### src/pctd_pkg.sv
`timescale 1ns / 1ps
`default_nettype none

package pctd_pkg;

    typedef enum logic [2:0] {
        ST_IDLE,
        ST_CHECK,
        ST_DIV,
        ST_TEST,
        ST_FINISH
    } state_t;

    // controller -> datapath
    typedef struct packed {
        logic load;
        logic div_start;
        logic div_step;
        logic next_div;
        logic emit;
        logic emit_prime;
    } cmd_t;

    // datapath -> controller
    typedef struct packed {
        logic below_two;
        logic sq_gt;
        logic div_last;
        logic rem_zero;
        logic out_free;
    } stat_t;

endpackage

`default_nettype wire

### src/pctd_ctrl.sv
`timescale 1ns / 1ps
`default_nettype none

module pctd_ctrl (
    input  wire logic           clk,
    input  wire logic           rst_n,
    input  wire logic           in_valid,
    output logic                in_ready,
    input  wire pctd_pkg::stat_t stat,
    output pctd_pkg::cmd_t      cmd
);
    import pctd_pkg::*;

    state_t state_reg;
    state_t state_next;
    logic   prime_reg;
    logic   prime_next;

    always_ff @(posedge clk or negedge rst_n)
    begin
        if (!rst_n)
        begin
            state_reg <= ST_IDLE;
            prime_reg <= 1'b0;
        end
        else
        begin
            state_reg <= state_next;
            prime_reg <= prime_next;
        end
    end

    // next state
    always_comb
    begin
        state_next = state_reg;
        prime_next = prime_reg;
        case (state_reg)
            ST_IDLE:
            begin
                if (in_valid)
                    state_next = ST_CHECK;
            end
            ST_CHECK:
            begin
                if (stat.below_two)
                begin
                    prime_next = 1'b0;
                    state_next = ST_FINISH;
                end
                else if (stat.sq_gt)
                begin
                    prime_next = 1'b1;
                    state_next = ST_FINISH;
                end
                else
                    state_next = ST_DIV;
            end
            ST_DIV:
            begin
                if (stat.div_last)
                    state_next = ST_TEST;
            end
            ST_TEST:
            begin
                if (stat.rem_zero)
                begin
                    prime_next = 1'b0;
                    state_next = ST_FINISH;
                end
                else
                    state_next = ST_CHECK;
            end
            ST_FINISH:
            begin
                if (stat.out_free)
                    state_next = ST_IDLE;
            end
            default:
                state_next = ST_IDLE;
        endcase
    end

    // outputs
    always_comb
    begin
        in_ready       = 1'b0;
        cmd            = '0;
        cmd.emit_prime = prime_reg;
        case (state_reg)
            ST_IDLE:
            begin
                in_ready = 1'b1;
                cmd.load = in_valid;
            end
            ST_CHECK:
                cmd.div_start = !stat.below_two && !stat.sq_gt;
            ST_DIV:
                cmd.div_step = 1'b1;
            ST_TEST:
                cmd.next_div = !stat.rem_zero;
            ST_FINISH:
                cmd.emit = stat.out_free;
            default:
                cmd = '0;
        endcase
    end

endmodule

`default_nettype wire

### src/pctd_dp.sv
`timescale 1ns / 1ps
`default_nettype none

module pctd_dp #(
    parameter int VALUE_WIDTH = 32,
    parameter int COUNT_WIDTH = 16
) (
    input  wire logic                   clk,
    input  wire logic                   rst_n,
    input  wire pctd_pkg::cmd_t         cmd,
    output pctd_pkg::stat_t             stat,
    input  wire logic [VALUE_WIDTH-1:0] value,
    input  wire logic                   last,
    output logic                        out_valid,
    input  wire logic                   out_ready,
    output logic                        prime,
    output logic [COUNT_WIDTH-1:0]      count,
    output logic                        end_of_list
);
    import pctd_pkg::*;

    localparam int DW = VALUE_WIDTH / 2 + 1;   // trial divisor width
    localparam int SW = VALUE_WIDTH + 1;       // divisor squared width
    localparam int BW = $clog2(VALUE_WIDTH);
    localparam logic [BW-1:0] BIT_TOP = BW'(VALUE_WIDTH - 1);
    localparam logic [COUNT_WIDTH-1:0] CNT_MAX = '1;

    logic [VALUE_WIDTH-1:0] val_reg;
    logic                   small_reg;
    logic                   last_reg;
    logic [DW-1:0]          d_reg;
    logic [SW-1:0]          sq_reg;
    logic [VALUE_WIDTH-1:0] vs_reg;
    logic [DW:0]            rem_reg;
    logic [BW-1:0]          bit_reg;
    logic [COUNT_WIDTH-1:0] run_reg;
    logic                   ov_reg;
    logic                   prime_reg;
    logic [COUNT_WIDTH-1:0] cnt_reg;
    logic                   eol_reg;

    logic [DW:0]            rem_sh;
    logic [DW:0]            rem_next;
    logic [COUNT_WIDTH-1:0] cnt_next;
    logic                   val_small;

    assign val_small = value[VALUE_WIDTH-1] || (value < VALUE_WIDTH'(2));

    // one restoring step of value mod d, MSB first
    assign rem_sh   = {rem_reg[DW-1:0], vs_reg[VALUE_WIDTH-1]};
    assign rem_next = (rem_sh >= {1'b0, d_reg}) ? rem_sh - {1'b0, d_reg} : rem_sh;

    assign cnt_next = (cmd.emit_prime && run_reg != CNT_MAX) ? run_reg + 1'b1 : run_reg;

    always_ff @(posedge clk)
    begin
        if (cmd.load)
        begin
            val_reg   <= value;
            small_reg <= val_small;
            last_reg  <= last;
            d_reg     <= DW'(2);
            sq_reg    <= SW'(4);
        end
        if (cmd.next_div)
        begin
            d_reg  <= d_reg + 1'b1;
            sq_reg <= sq_reg + SW'({d_reg, 1'b1});
        end
        if (cmd.div_start)
        begin
            vs_reg  <= val_reg;
            rem_reg <= '0;
            bit_reg <= BIT_TOP;
        end
        else if (cmd.div_step)
        begin
            vs_reg  <= {vs_reg[VALUE_WIDTH-2:0], 1'b0};
            rem_reg <= rem_next;
            bit_reg <= bit_reg - 1'b1;
        end
        if (cmd.emit)
        begin
            prime_reg <= cmd.emit_prime;
            cnt_reg   <= cnt_next;
            eol_reg   <= last_reg;
        end
    end

    always_ff @(posedge clk or negedge rst_n)
    begin
        if (!rst_n)
        begin
            run_reg <= '0;
            ov_reg  <= 1'b0;
        end
        else
        begin
            if (cmd.emit)
            begin
                run_reg <= last_reg ? '0 : cnt_next;
                ov_reg  <= 1'b1;
            end
            else if (out_ready)
                ov_reg <= 1'b0;
        end
    end

    always_comb
    begin
        stat           = '0;
        stat.below_two = small_reg;
        stat.sq_gt     = sq_reg > SW'(val_reg);
        stat.div_last  = (bit_reg == '0);
        stat.rem_zero  = (rem_reg == '0);
        stat.out_free  = !ov_reg || out_ready;
    end

    assign out_valid   = ov_reg;
    assign prime       = prime_reg;
    assign count       = cnt_reg;
    assign end_of_list = eol_reg;

endmodule

`default_nettype wire

### src/prime_counter_trial_division.sv
`timescale 1ns / 1ps
`default_nettype none

// Prime counter by trial division. Each input beat carries a signed value and a
// last flag; each output beat gives the prime flag, the saturating count of primes
// in the current list so far, and end_of_list (then count is the list total).
// One item is worked at a time, through a shared remainder unit that takes one
// bit per cycle. Values below 2, 2 and 3 are decided at the first check;
// otherwise each trial divisor d goes through a check of d*d, VALUE_WIDTH
// remainder steps and a test, and up to about 46340 divisors are tried for
// 32-bit primes. A new item is taken while the previous result waits in the
// output register.
module prime_counter_trial_division #(
    parameter int VALUE_WIDTH = 32,
    parameter int COUNT_WIDTH = 16
) (
    input  wire logic                   clk,
    input  wire logic                   rst_n,
    input  wire logic                   in_valid,
    output logic                        in_ready,
    input  wire logic [VALUE_WIDTH-1:0] value,
    input  wire logic                   last,
    output logic                        out_valid,
    input  wire logic                   out_ready,
    output logic                        prime,
    output logic [COUNT_WIDTH-1:0]      count,
    output logic                        end_of_list
);
    import pctd_pkg::*;

    cmd_t  cmd;
    stat_t stat;

    pctd_ctrl u_ctrl (
        .clk      (clk),
        .rst_n    (rst_n),
        .in_valid (in_valid),
        .in_ready (in_ready),
        .stat     (stat),
        .cmd      (cmd)
    );

    pctd_dp #(
        .VALUE_WIDTH (VALUE_WIDTH),
        .COUNT_WIDTH (COUNT_WIDTH)
    ) u_dp (
        .clk         (clk),
        .rst_n       (rst_n),
        .cmd         (cmd),
        .stat        (stat),
        .value       (value),
        .last        (last),
        .out_valid   (out_valid),
        .out_ready   (out_ready),
        .prime       (prime),
        .count       (count),
        .end_of_list (end_of_list)
    );

    // busy right after taking a beat
    a_busy_after_accept: assert property (@(posedge clk) disable iff (!rst_n)
        in_valid && in_ready |=> !in_ready)
        else $error("input taken while previous item still in progress");

    // a prime result always counts at least itself
    a_prime_counted: assert property (@(posedge clk) disable iff (!rst_n)
        out_valid && prime |-> count != '0)
        else $error("prime result with zero count");

    // division only starts for candidates that still need a divisor tried
    a_div_start: assert property (@(posedge clk) disable iff (!rst_n)
        cmd.div_start |-> !stat.below_two && !stat.sq_gt)
        else $error("remainder step started for a decided value");

    // emit only when the output slot can take the result
    a_emit_free: assert property (@(posedge clk) disable iff (!rst_n)
        cmd.emit |-> stat.out_free)
        else $error("result emitted over a pending output beat");

endmodule

`default_nettype wire

### config.mk
export PLATFORM = sky130hd
export DESIGN_NAME = prime_counter_trial_division
export DESIGN_NICKNAME = d
export VERILOG_FILES = /design/src/pctd_pkg.sv /design/src/pctd_ctrl.sv /design/src/pctd_dp.sv /design/src/prime_counter_trial_division.sv
export SDC_FILE = /design/constraint.sdc
export NUM_CORES = 1
export LEC_CHECK = 0
export ABC_AREA = 1
export BUFFER_PORTS_ARGS = -buffer_cell sky130_fd_sc_hd__buf_2
export CAP_MARGIN = 15
export CORE_MARGIN = 8
export CORE_UTILIZATION = 40
export DETAILED_ROUTE_END_ITERATION = 10
export PLACE_DENSITY = 0.6
export SKIP_CTS_REPAIR_TIMING = 1
export SLEW_MARGIN = 20
export SYNTH_ARGS = -nofsm -noshare
export SYNTH_HDL_FRONTEND = slang
export SYNTH_SLANG_ARGS = --single-unit
### constraint.sdc
create_clock -name clk -period 4.7 [get_ports clk]
set_clock_uncertainty 0.15 [all_clocks]
set_input_delay 0.94 -clock clk [delete_from_list [all_inputs] [get_ports clk]]
set_output_delay 0.94 -clock clk [all_outputs]
set_load 0.02 [all_outputs]
== Yosys cells after proc, flatten, opt, wreduce, memory -nomap -nowiden ==
Cells that the tools add are included.

* Multipliers: 0
* Reductions and logical operators: 18
* Div/mod/pow operators: 0
* Shift-type cells: 0
* Muxes and demuxes: 29
* Magnitude comparators: 3
* Add/sub/neg operators: 5
* Eq/ne operators: 10
* Bitwise logic cells: 0

{| class="wikitable"
|+ Operator list
! operator !! count
|-
| $mux W33 || 2
|-
| $mux W32 || 2
|-
| $mux W17 || 2
|-
| $add A33 B18 Y33 || 1
|-
| $gt A33 B32 Y1 || 1
|-
| $lt A32 B2 Y1 const B || 1
|-
| $mux W16 || 2
|-
| $ge A18 B17 Y1 || 1
|-
| $logic_not A18 Y1 || 1
|-
| $mux W18 || 1
|-
| $mux W3 || 6
|-
| $sub A18 B17 Y18 || 1
|-
| $add A17 B1 Y17 const B || 1
|-
| $add A16 B1 Y16 const B || 1
|-
| $ne A16 B16 Y1 const B || 1
|-
| $pmux W3 S5 || 1
|-
| $mux W1 || 12
|-
| $reduce_bool A2 Y1 || 4
|-
| $eq A3 B2 Y1 const B || 2
|-
| $reduce_and A3 Y1 || 2
|-
| $logic_not A5 Y1 || 1
|-
| $reduce_or A5 Y1 || 1
|-
| $sub A5 B1 Y5 const B || 1
|-
| $logic_not A1 Y1 || 4
|-
| other kinds (9) || 13
|}

* Logic and storage cells: 80
* Bits in registers: 178
* Output and inout bits: 20
* Bits in latches: 0
* Bits in read-only memories: 0
* Memories kept: 0
* Memory bits (writable): 0
* Input port bits: 37

== Longest topological paths before layout ==
Gate-level depths: netlist (run 1).

* Depth in word-level cells: 6
* Depth in mapped cells: 18
* Gate-level depth less buffers: 17

== Hierarchy ==
A second synthesis (run 1) with hierarchy kept.

* Cells, all modules: 1,401
* Area total of the unflattened synthesis: 11,192.0 um2

{| class="wikitable"
|+ Modules (own cells, without submodules)
! module !! sequential area each (um2) !! area an instance (um2) !! instances !! cells an instance
|-
| pctd_dp || 4,909.7 || 10,871.7 || 1 || 1,352
|-
| pctd_ctrl || 100.1 || 320.3 || 1 || 49
|}

== Worst setup path after synthesis (run 1) ==
Ideal clock, no wire load.

* Path kind: flip-flop to flip-flop
* Start point: register u_ctrl.state_reg[0]
* End point: register u_dp.d_reg[0] (enable)
* Clock period less this slack: 5.305 ns
* Setup slack: -0.605 ns
* Required time: 4.023 ns
* Buffers on the path: 0
* Arrival: 4.628 ns
* Setup time: 0.527 ns
* Cell stages (with the launch flop): 6
* Path through: dfrtp_1 -> nor2_1 -> inv_1 -> nor2_1 -> inv_1 -> o21ai_0

* Cells in the longest elaborated chain, start to end: 3
* Elaborated cells on any way between the ends: 5
* Those cells by class: 1 x eq/ne; 2 x mux; 2 x reduce/logical

{| class="wikitable"
|+ RTL lines
! item !! RTL line !! text
|-
| start: declaration || pctd_ctrl.sv:14 || <nowiki>state_t state_reg;</nowiki>
|-
| start signal: assignment || pctd_ctrl.sv:28 || <nowiki>state_reg <= state_next;</nowiki>
|-
| $eq A3 B2 Y1 or $logic_not A3 Y1 (tied branches) || pctd_ctrl.sv:90 || <nowiki>case (state_reg)</nowiki>
|-
| $mux W1 || pctd_ctrl.sv:90 ||
|-
| $reduce_bool A2 Y1 (no source line) (*) || - ||
|-
| end signal: assignment || pctd_dp.sv:67 || <nowiki>d_reg <= d_reg + 1'b1;</nowiki>
|-
| end: declaration || pctd_dp.sv:31 || <nowiki>logic [DW-1:0] d_reg;</nowiki>
|}

Mark *: on every way between the ends. The rest lies on a longest branch, timed or not.
A chain may end at the register's enable or synchronous reset.

== Final worst setup path (run 1) ==
* Start point: register u_dp.sq_reg[24]
* End point: register u_dp.vs_reg[29] (data pin)

* Cells in the longest elaborated chain, start to end: 5

{| class="wikitable"
|+ RTL lines
! item !! RTL line !! text
|-
| start: declaration || pctd_dp.sv:32 || <nowiki>logic [SW-1:0] sq_reg;</nowiki>
|-
| start signal: assignment || pctd_dp.sv:68 || <nowiki>sq_reg <= sq_reg + SW'({d_reg, 1'b1});</nowiki>
|-
| $gt A33 B32 Y1 || pctd_dp.sv:113 || <nowiki>stat.sq_gt = sq_reg > SW'(val_reg);</nowiki>
|-
| $logic_not A1 Y1 || pctd_ctrl.sv:97 || <nowiki>cmd.div_start = !stat.below_two && !stat.sq_gt;</nowiki>
|-
| $logic_and A1 B1 Y1 || pctd_ctrl.sv:97 ||
|-
| $mux W1 || pctd_ctrl.sv:90 ||
|-
| $mux W32 || pctd_dp.sv:70 || <nowiki>if (cmd.div_start)</nowiki>
|-
| end signal: assignment || pctd_dp.sv:72 || <nowiki>vs_reg <= val_reg;</nowiki>
|-
| end signal: assignment || pctd_dp.sv:78 || <nowiki>vs_reg <= {vs_reg[VALUE_WIDTH-2:0], 1'b0};</nowiki>
|-
| end: declaration || pctd_dp.sv:33 || <nowiki>logic [VALUE_WIDTH-1:0] vs_reg;</nowiki>
|}

Every way passes these cells.

==> results.sh, run 1 <==
export IMPL_status="finished clean"
export IMPL_rsz0062_at_grt="no"
export IMPL_routed_wl_um=25700
export IMPL_grtUsageTotal=0.159
export IMPL_die_h_um=181
export IMPL_nets=1513
export IMPL_path_clk_slew_ns=0.08
export IMPL_drt_wirelength_per_cell_um=14.6
export IMPL_critical_path_peak_fanout=89
export IMPL_yosysMostFrequentCell="nand2_1"
export IMPL_cts_root_buf="clkbuf_16"
export IMPL_final_setup_viol_count=0
export IMPL_leakage_nw=5.60
export IMPL_slowest_stage="buf_4"
export IMPL_worst_slew_pin_slew_ns=1.04
export IMPL_worstSetupPathType="register to register"
export IMPL_peakVddDrop_v=0.000349
export IMPL_start_kind="register"
export IMPL_synth_area_leader_cell="edfxtp_1"
export IMPL_drc=0
export IMPL_clock_sinks=178
export IMPL_dr_pass1_iters=5
export IMPL_critical_path_required_ns=4.70
export IMPL_finalCritPeriodShare=0.634
export IMPL_drtIter0Drc=744
export IMPL_cts_max_path_buffers=2
export IMPL_crit_buf_inv=1
export IMPL_grt_pass1_wl_um=42900
export IMPL_grt_overflow=0
export IMPL_final_hold_violation_count=0
export IMPL_fin_tns_setup_ns=0
export IMPL_layout_setup_ws_ns=1.72
export IMPL_synth_top_cell_area_share=0.369
export IMPL_avgSynthCellArea_um2=8.08
export IMPL_core_mm2=0.0269
export IMPL_clock_latency_ns=0.44
export IMPL_netlist_instances=1349
export IMPL_ys_top_cells_by_count="361 x nand2_1, 197 x inv_1, 134 x edfxtp_1"
export IMPL_ant_nets=0
export IMPL_grt_pass1_vias=8519
export IMPL_holdCritPathClass="primary input to async pin"
export IMPL_max_freq_mhz=336
export IMPL_cts_made_buffers=17
export IMPL_async_reset_ff_frac=0.118
export IMPL_syn_area_mm2=0.0109
export IMPL_cp_arrival_ns=2.98
export IMPL_hpwlAfterDp_um=19400
export IMPL_worst_r2r_path_depth=13
export IMPL_largest_reg_flops=33
export IMPL_fp_dieArea_mm2=0.0328
export IMPL_antenna_found_initial=0
export IMPL_io_buffers=56
export IMPL_synth_area_top_cells="edfxtp_1 37%, nand2_1 12%, ha_1 7.9%"
export IMPL_yosysWarningCount=0
export IMPL_rows=60
export IMPL_synth_edff_count=134
export IMPL_synth_nets=1457
export IMPL_grt_max_degree=90
export IMPL_slowest_delay_ns=0.62
export IMPL_htree_levels=4
export IMPL_dp_slack_ns=1.50
export IMPL_ys_ff_latch=178
export IMPL_finalCriticalPeriod_ns=2.98
export IMPL_ys_types=49
export IMPL_slew_headroom=0.307
export IMPL_path_common_cell="nand2_1"
export IMPL_hold_ws_ns=0.305
export IMPL_cts_tree="done"
export IMPL_cap_violations=0
export IMPL_crit_cells=13
export IMPL_ios=57
export IMPL_layout_drive_gt1_share=0.0938
export IMPL_synth_main_ff_cell="edfxtp_1"
export IMPL_powerDensity_mw_per_mm2=580
export IMPL_critPathTopFamily="simple AND/OR/NAND/NOR gates"
export IMPL_placed_cells=1727
export IMPL_synthToLayoutAreaGrowth_pct=11.2
export IMPL_fp_dieW_um=181
export IMPL_cp_cell_sequence="ha_1 > nand2_1 > nor2_1 > nand2_1 > nor2_2 > nand2_1 > nand2_1 > nor2_1 > nand2_1 > nand2_1 > nand3_2 > buf_4 > o21ai_0"
export IMPL_start_util=0.406
export IMPL_end_kind="register"
export IMPL_fin_cells=1759
export IMPL_routabilityCongestion=0.887
export IMPL_vias_per_cell=5.04
export IMPL_slew_viol_final=0
export IMPL_antenna_cells=0
export IMPL_num_vias=8870
export IMPL_ys_seq_area_frac=0.460
## report_power, final
| part | switching, mW | internal, mW |
|---|---|---|
| sequential | 0.353 | 2.31 |
| clock | 0.707 | 0.716 |
| combinational | 2.02 | 0.928 |
## cell families (layout without fill, tap and decap cells)
logic type | after synthesis | after routing | synth area share
buffers and inverters | 230 | 299 | 0.0833
adder cells (fa/ha/maj) | 71 | 71 | 0.0829
flip-flops | 178 | 178 | 0.460
AND/OR/NAND/NOR | 641 | 641 | 0.251
AO/OA/AOI/OAI | 201 | 201 | 0.0999
XOR/XNOR | 28 | 28 | 0.0232
## layer usage
metal / wire, um / vias up / global-route usage
li1: - / 4587 / -
met1: 12200 / 4085 / 0.201
met2: 12100 / 165 / 0.272
met3: 918 / 33 / 0.0263
met4: 499 / 0 / 0.0499
met5: 0 / - / 0
## cells in the final DEF, fill, tap and decap left out, drive strengths merged, types with 4 or more instances in the layout
| master | Yosys | layout |
|---|---|---|
| inv | 202 | 209 |
| o21a | 9 | 9 |
| xor2 | 21 | 21 |
| o22ai | 4 | 4 |
| xnor2 | 7 | 7 |
| nor4 | 10 | 10 |
| dfrtp | 21 | 21 |
| edfxtp | 134 | 134 |
| buf | 18 | 61 |
| o21ai | 90 | 90 |
| clkinv | 4 | 11 |
| nand2 | 368 | 368 |
| nor3 | 34 | 34 |
| nand4 | 18 | 18 |
| nor2 | 122 | 122 |
| clkbuf | 6 | 18 |
| nand3 | 80 | 80 |
| dfxtp | 23 | 23 |
| a21oi | 87 | 87 |
| ha | 69 | 69 |
## stage by stage
| step | power, mW | area (um2) | utilization |
|---|---|---|---|
| after floorplan | 4.84 | 10900 | - |
| after global placement | 5.59 | 11500 | 0.429 |
| after detailed placement | 5.64 | 11500 | 0.429 |
| after CTS | 7.08 | 12100 | 0.451 |
| after global routing | 7.62 | 12100 | 0.451 |
| final | 7.03 | 12100 | 0.451 |
## worst paths after layout
kind / start / endpoint / slack (ns)
setup / recovery: u_dp.sq_reg[24] / u_dp.vs_reg[29] / 1.72
hold / removal: rst_n / u_dp.run_reg[7] / 0.30
setup reg to reg: u_dp.sq_reg[24] / u_dp.vs_reg[29] / 1.72
hold reg to reg: u_ctrl.prime_reg / u_ctrl.prime_reg / 0.32
max in group asynchronous: rst_n / u_dp.run_reg[13] / 3.74
min in group clk: u_ctrl.prime_reg / u_ctrl.prime_reg / 0.32
## final cells by class
| cell class | count | area [um2] |
|---|---|---|
| clock buffer | 18 | 429 |
| clock inverter | 14 | 158 |
| fill | 2684 | 14800 |
| inverter | 206 | 776 |
| multi-input combinational | 941 | 5000 |
| sequential | 178 | 5010 |
| tap | 341 | 427 |
| timing repair buffer | 61 | 318 |
Note: power is estimated with default switching activity, not from simulation.
==> run 2: changes to the inputs <==
- ABC_AREA: 1 -> 0
- clock period: 4.7 -> 2.7 ns (I/O delays scaled with it)
==> run 2 against run 1 <==
Net effect:
- the flow now finishes with violations (negative setup slack)
- wire length shrank 1.5%
- die area shrank 5.6%
- area after synthesis shrank 6.2%
- clock power grew 79%
- non-clock buffer count grew 160
- critical path type unchanged
- critical endpoint is now u_dp.vs_reg[31]
==> results.sh, run 2 <==
export IMPL_htree_levels=4
export IMPL_clock_sinks=178
export IMPL_ant_nets=0
export IMPL_violations="negative setup slack"
export IMPL_routed_wl_um=25300
export IMPL_rows=58
export IMPL_leakage_nw=5.51
export IMPL_hold_start="last"
export IMPL_status="finished with violations"
export IMPL_avgSynthCellArea_um2=10.7
export IMPL_synth_edff_count=134
export IMPL_cts_tree="done"
export IMPL_cts_made_buffers=17
export IMPL_nets=1274
export IMPL_yosysMostFrequentCell="edfxtp_1"
export IMPL_cp_arrival_ns=2.99
export IMPL_grtUsageTotal=0.156
export IMPL_r2r_end="u_dp.vs_reg[31]"
export IMPL_slowest_delay_ns=0.42
export IMPL_slowest_stage="edfxtp_1"
export IMPL_ios=57
export IMPL_final_hold_violation_count=0
export IMPL_cp_startpoint="u_dp.val_reg[14]"
export IMPL_grt_overflow=0
export IMPL_clock_latency_ns=0.44
export IMPL_final_setup_viol_count=103
export IMPL_layout_common_cells="146 x buf_4, 134 x edfxtp_1, 83 x nand2_1, 70 x nor2_1, 60 x inv_1"
export IMPL_antenna_cells=0
export IMPL_holdCritPathClass="primary input to register"
export IMPL_crit_end="u_dp.vs_reg[31]"
export IMPL_synth_nets=1060
export IMPL_dr_pass1_iters=5
export IMPL_cp_cell_sequence="inv_2 > ha_4 > a21o_1 > a21o_1 > a221oi_2 > o21ai_1 > a21oi_2 > a41oi_2 > nor3_4 > buf_6 > clkbuf_16 > mux2_4"
export IMPL_async_reset_ff_frac=0.118
export IMPL_hpwlAfterDp_um=17600
export IMPL_critical_path_peak_fanout=8
export IMPL_netlist_instances=952
export IMPL_critical_path_required_ns=2.74
export IMPL_worst_r2r_path_depth=12
export IMPL_drt_wirelength_per_cell_um=16.8
export IMPL_synth_area_top_cells="edfxtp_1 39%, ha_1 8.4%, dfrtp_1 5.1%"
export IMPL_io_buffers=56
export IMPL_synth_top_cell_area_share=0.393
export IMPL_vias_per_cell=5.24
export IMPL_drc=0
export IMPL_crit_buf_inv=3
export IMPL_num_vias=7900
export IMPL_peakVddDrop_v=0.000581
export IMPL_synthToLayoutAreaGrowth_pct=29.7
export IMPL_syn_area_mm2=0.0102
export IMPL_cts_root_buf="clkbuf_16"
export IMPL_critPathTopFamily="compound AO/OA/AOI/OAI gates"
export IMPL_routabilityCongestion=0.842
export IMPL_ys_top_cells_by_count="134 x edfxtp_1, 89 x nand2_1, 73 x nor2_1"
export IMPL_ys_ff_latch=178
export IMPL_ys_seq_area_frac=0.490
export IMPL_finalCritPeriodShare=1.09
export IMPL_finalCriticalPeriod_ns=2.95
export IMPL_layout_drive_gt1_share=0.314
export IMPL_drtIter0Drc=492
export IMPL_fin_tns_setup_ns=-14.36
export IMPL_rrSetupSlack_ns=-0.25
export IMPL_largest_reg_flops=33
export IMPL_rsz0062_at_grt="yes"
export IMPL_end_kind="register"
export IMPL_crit_cells=12
export IMPL_core_mm2=0.0252
export IMPL_max_freq_mhz=339
export IMPL_ys_types=73
export IMPL_fp_dieArea_mm2=0.0309
export IMPL_synth_area_leader_cell="edfxtp_1"
export IMPL_slew_headroom=0.603
export IMPL_grt_max_degree=51
export IMPL_slew_viol_final=0
export IMPL_antenna_found_initial=0
export IMPL_cap_violations=0
export IMPL_grt_pass1_vias=7785
export IMPL_timing_rr_start="u_dp.val_reg[14]"
export IMPL_yosysWarningCount=0
export IMPL_start_kind="register"
export IMPL_start_util=0.406
export IMPL_path_clk_slew_ns=0.08
export IMPL_layout_setup_ws_ns=-0.253
export IMPL_fp_dieW_um=176
export IMPL_final_common_cell="buf_4"
export IMPL_worstSetupPathType="register to register"
export IMPL_grt_pass1_wl_um=39200
export IMPL_powerDensity_mw_per_mm2=996
export IMPL_synth_main_ff_cell="edfxtp_1"
export IMPL_path_common_cell="a21o_1"
export IMPL_fillers=2200
export IMPL_postLayoutCoreUtil=0.527
export IMPL_cts_max_path_buffers=2
export IMPL_die_h_um=176
export IMPL_worst_slew_pin_slew_ns=0.596
export IMPL_dp_slack_ns=-0.265
[run 2: where the power goes]
group | leakage (nW) | total (mW) | switching (mW) | internal (mW)
logic | 3.47 | 6.23 | 3.20 | 3.02
registers | 1.74 | 4.44 | 0.521 | 3.92
clock network | 0.296 | 2.54 | 1.28 | 1.26
[run 2: cell type report]
| type | count | area, um2 | area share |
|---|---|---|---|
| clock inverter | 15 | 180 | 0.0136 |
| clock buffer | 17 | 425 | 0.0321 |
| timing repair buffer | 221 | 1650 | 0.124 |
| inverter | 65 | 246 | 0.0186 |
| sequential | 178 | 5010 | 0.378 |
| tap | 330 | 413 | 0.0311 |
| multi-input combinational | 683 | 5350 | 0.403 |
[run 2: kinds of logic (layout without fill, tap and decap cells)]
group,after synthesis,in the layout,synth area share
AND/OR/NAND/NOR,303,304,0.148
AO/OA/AOI/OAI,190,190,0.123
flip-flops,178,178,0.490
buffers and inverters,92,318,0.0398
adder cells (fa/ha/maj),71,71,0.0883
XOR/XNOR,68,68,0.0582
multiplexers,50,50,0.0531
[run 2: worst min-delay path by stage]
stage,depth (start not counted),slack [ns],end
floorplan,0,0.09,u_ctrl.prime_reg
finish,1,0.13,u_dp.last_reg
global route,1,0.11,u_dp.val_reg[0]
detailed placement,2,0.32,u_dp.rem_reg[17]
CTS,1,-0.09,u_dp.run_reg[4]
global placement,2,0.32,u_dp.rem_reg[17]
[run 2: per-layer routing]
metal  GRT usage  vias up  part of all wire  wire [um]
met2       0.265      129              0.49      12400
met4      0.0427        0             0.012        312
li1            -     3923                 -          -
met3      0.0286       22             0.033        827
met5           0        -                 0          0
met1       0.201     3826              0.47      11800
[run 2: stage by stage]
step | std cells | area [um2] | hold WS, ns | total power [mW]
floorplan | 952 | 10300 | 0.0944 | 7.62
finish | 1509 | 13300 | 0.125 | 13.2
detailed placement | 1445 | 11800 | 0.322 | 9.77
CTS | 1477 | 12500 | -0.0854 | 12.4
global route | 1509 | 13300 | 0.112 | 14.0
global placement | 1445 | 11800 | 0.320 | 9.69
==> run 3: changes to the inputs <==
- PLACE_DENSITY: 0.6 -> 0.58
- SETUP_SLACK_MARGIN: unset -> 0.4
- clock period: 2.7 -> 3.43 ns (I/O delays scaled with it)
==> run 3 against run 2 <==
Net effect:
- the flow now finishes without violations
- die area unchanged
- cell count down 7.9%
- first-iteration DRC count up 0.61%
- cell area down 9.0%
- via count down 5.8%
==> results.sh, run 3 (synthesis gave the netlist of run 2 again) <==
export IMPL_cts_made_buffers=17
export IMPL_clock_sinks=178
export IMPL_drtIter0Drc=495
export IMPL_io_buffers=56
export IMPL_final_hold_violation_count=0
export IMPL_antenna_cells=0
export IMPL_fp_dieW_um=176
export IMPL_nets=1155
export IMPL_worst_slew_pin_slew_ns=1.06
export IMPL_cp_arrival_ns=3.03
export IMPL_critical_path_peak_fanout=8
export IMPL_start_util=0.406
export IMPL_end_kind="register"
export IMPL_die_h_um=176
export IMPL_grtUsageTotal=0.146
export IMPL_layout_drive_gt1_share=0.203
export IMPL_slew_viol_final=0
export IMPL_layout_common_cells="134 x edfxtp_1, 89 x nand2_1, 72 x nor2_1, 60 x ha_1, 59 x inv_1"
export IMPL_rsz0062_at_grt="yes"
export IMPL_dpl_cell_area_mm2=0.0109
export IMPL_routabilityCongestion=0.796
export IMPL_fin_area_mm2=0.0121
export IMPL_final_common_cell="edfxtp_1"
export IMPL_cts_root_buf="clkbuf_16"
export IMPL_num_vias=7442
export IMPL_clock_latency_ns=0.44
export IMPL_total_power_mw=9.34
export IMPL_rows=58
export IMPL_drt_wirelength_per_cell_um=16.9
export IMPL_grt_pass1_wl_um=36400
export IMPL_grt_max_degree=51
export IMPL_finalCritPeriodShare=0.869
export IMPL_final_setup_viol_count=0
export IMPL_vias_per_cell=5.35
export IMPL_ant_nets=0
export IMPL_fp_dieArea_mm2=0.0309
export IMPL_ios=57
export IMPL_peakVddDrop_v=0.000342
export IMPL_slew_headroom=0.290
export IMPL_holdCritPathClass="primary input to async pin"
export IMPL_finalCriticalPeriod_ns=2.98
export IMPL_antenna_found_initial=0
export IMPL_worstSetupPathType="register to register"
export IMPL_synthToLayoutAreaGrowth_pct=18.1
export IMPL_dr_pass1_iters=5
export IMPL_drc=0
export IMPL_fin_tns_setup_ns=0
export IMPL_start_kind="register"
export IMPL_htree_levels=4
export IMPL_grt_overflow=0
export IMPL_status="finished clean"
export IMPL_critical_path_required_ns=3.48
export IMPL_largest_reg_flops=33
export IMPL_path_clk_slew_ns=0.08
export IMPL_routed_wl_um=23500
export IMPL_leakage_nw=4.82
export IMPL_hpwlAfterDp_um=16400
export IMPL_powerDensity_mw_per_mm2=774
export IMPL_cap_violations=0
export IMPL_grt_pass1_vias=7021
export IMPL_max_freq_mhz=336
export IMPL_core_mm2=0.0252
export IMPL_cts_tree="done"
export IMPL_cts_max_path_buffers=2
-- run 3: layer usage --
layer  routed length, um  vias to the layer above  track usage
met5                   0                        -            0
met4                 267                        0       0.0381
met3                 833                       21       0.0292
met2               11400                      138        0.240
met1               11100                     3586        0.192
li1                    -                     3697            -
-- run 3: layout make-up --
cell class,instances,area [um2]
flip-flops and latches,178,5010
fillers,2339,13100
multi-input cells,683,5080
clock buffers,18,429
well taps,330,413
clock inverters,14,160
inverters,65,244
repair buffers,102,744
-- run 3: worst paths after layout --
path / to / from / slack [ns] / cells after the start
min: u_dp.run_reg[4] / rst_n / 0.06 / 1
max in group asynchronous: u_dp.run_reg[15] / rst_n / 2.73 / 1
min reg2reg: u_dp.rem_reg[17] / u_dp.rem_reg[17] / 0.33 / 2
max reg2reg: u_dp.vs_reg[19] / u_dp.sq_reg[5] / 0.45 / 11
min in group clk: u_dp.val_reg[0] / value[0] / 0.28 / 1
max: u_dp.vs_reg[19] / u_dp.sq_reg[5] / 0.45 / 11
-- run 3: critical path: stages, from the launching register on --
cell and delay, ns:
edfxtp_1 0.46, ha_1 0.30, and4_1 0.22, and4_4 0.16, a221oi_2 0.21, o21ai_1 0.10
a21oi_1 0.19, a41oi_2 0.10, nor3_4 0.21, buf_12 0.16, buf_6 0.15, mux2_2 0.34
-- run 3: where the power goes --
part | switching (mW) | internal, mW
clock network | 0.977 | 0.988
logic | 2.15 | 1.67
registers | 0.468 | 3.09
-- run 3: metrics by stage --
| step | hold WS (ns) | util | setup slack (ns) | instances |
|---|---|---|---|---|
| 2_1_floorplan | 0.240 | - | 0.500 | 952 |
| 3_3_place_gp | 0.315 | 0.434 | 0.342 | 1326 |
| 3_5_place_dp | 0.327 | 0.434 | 0.299 | 1326 |
| 4_1_cts | 0.0599 | 0.458 | 0.282 | 1358 |
| 5_1_grt | 0.0829 | 0.480 | 0.328 | 1390 |
| 6_report | 0.0551 | 0.480 | 0.451 | 1390 |
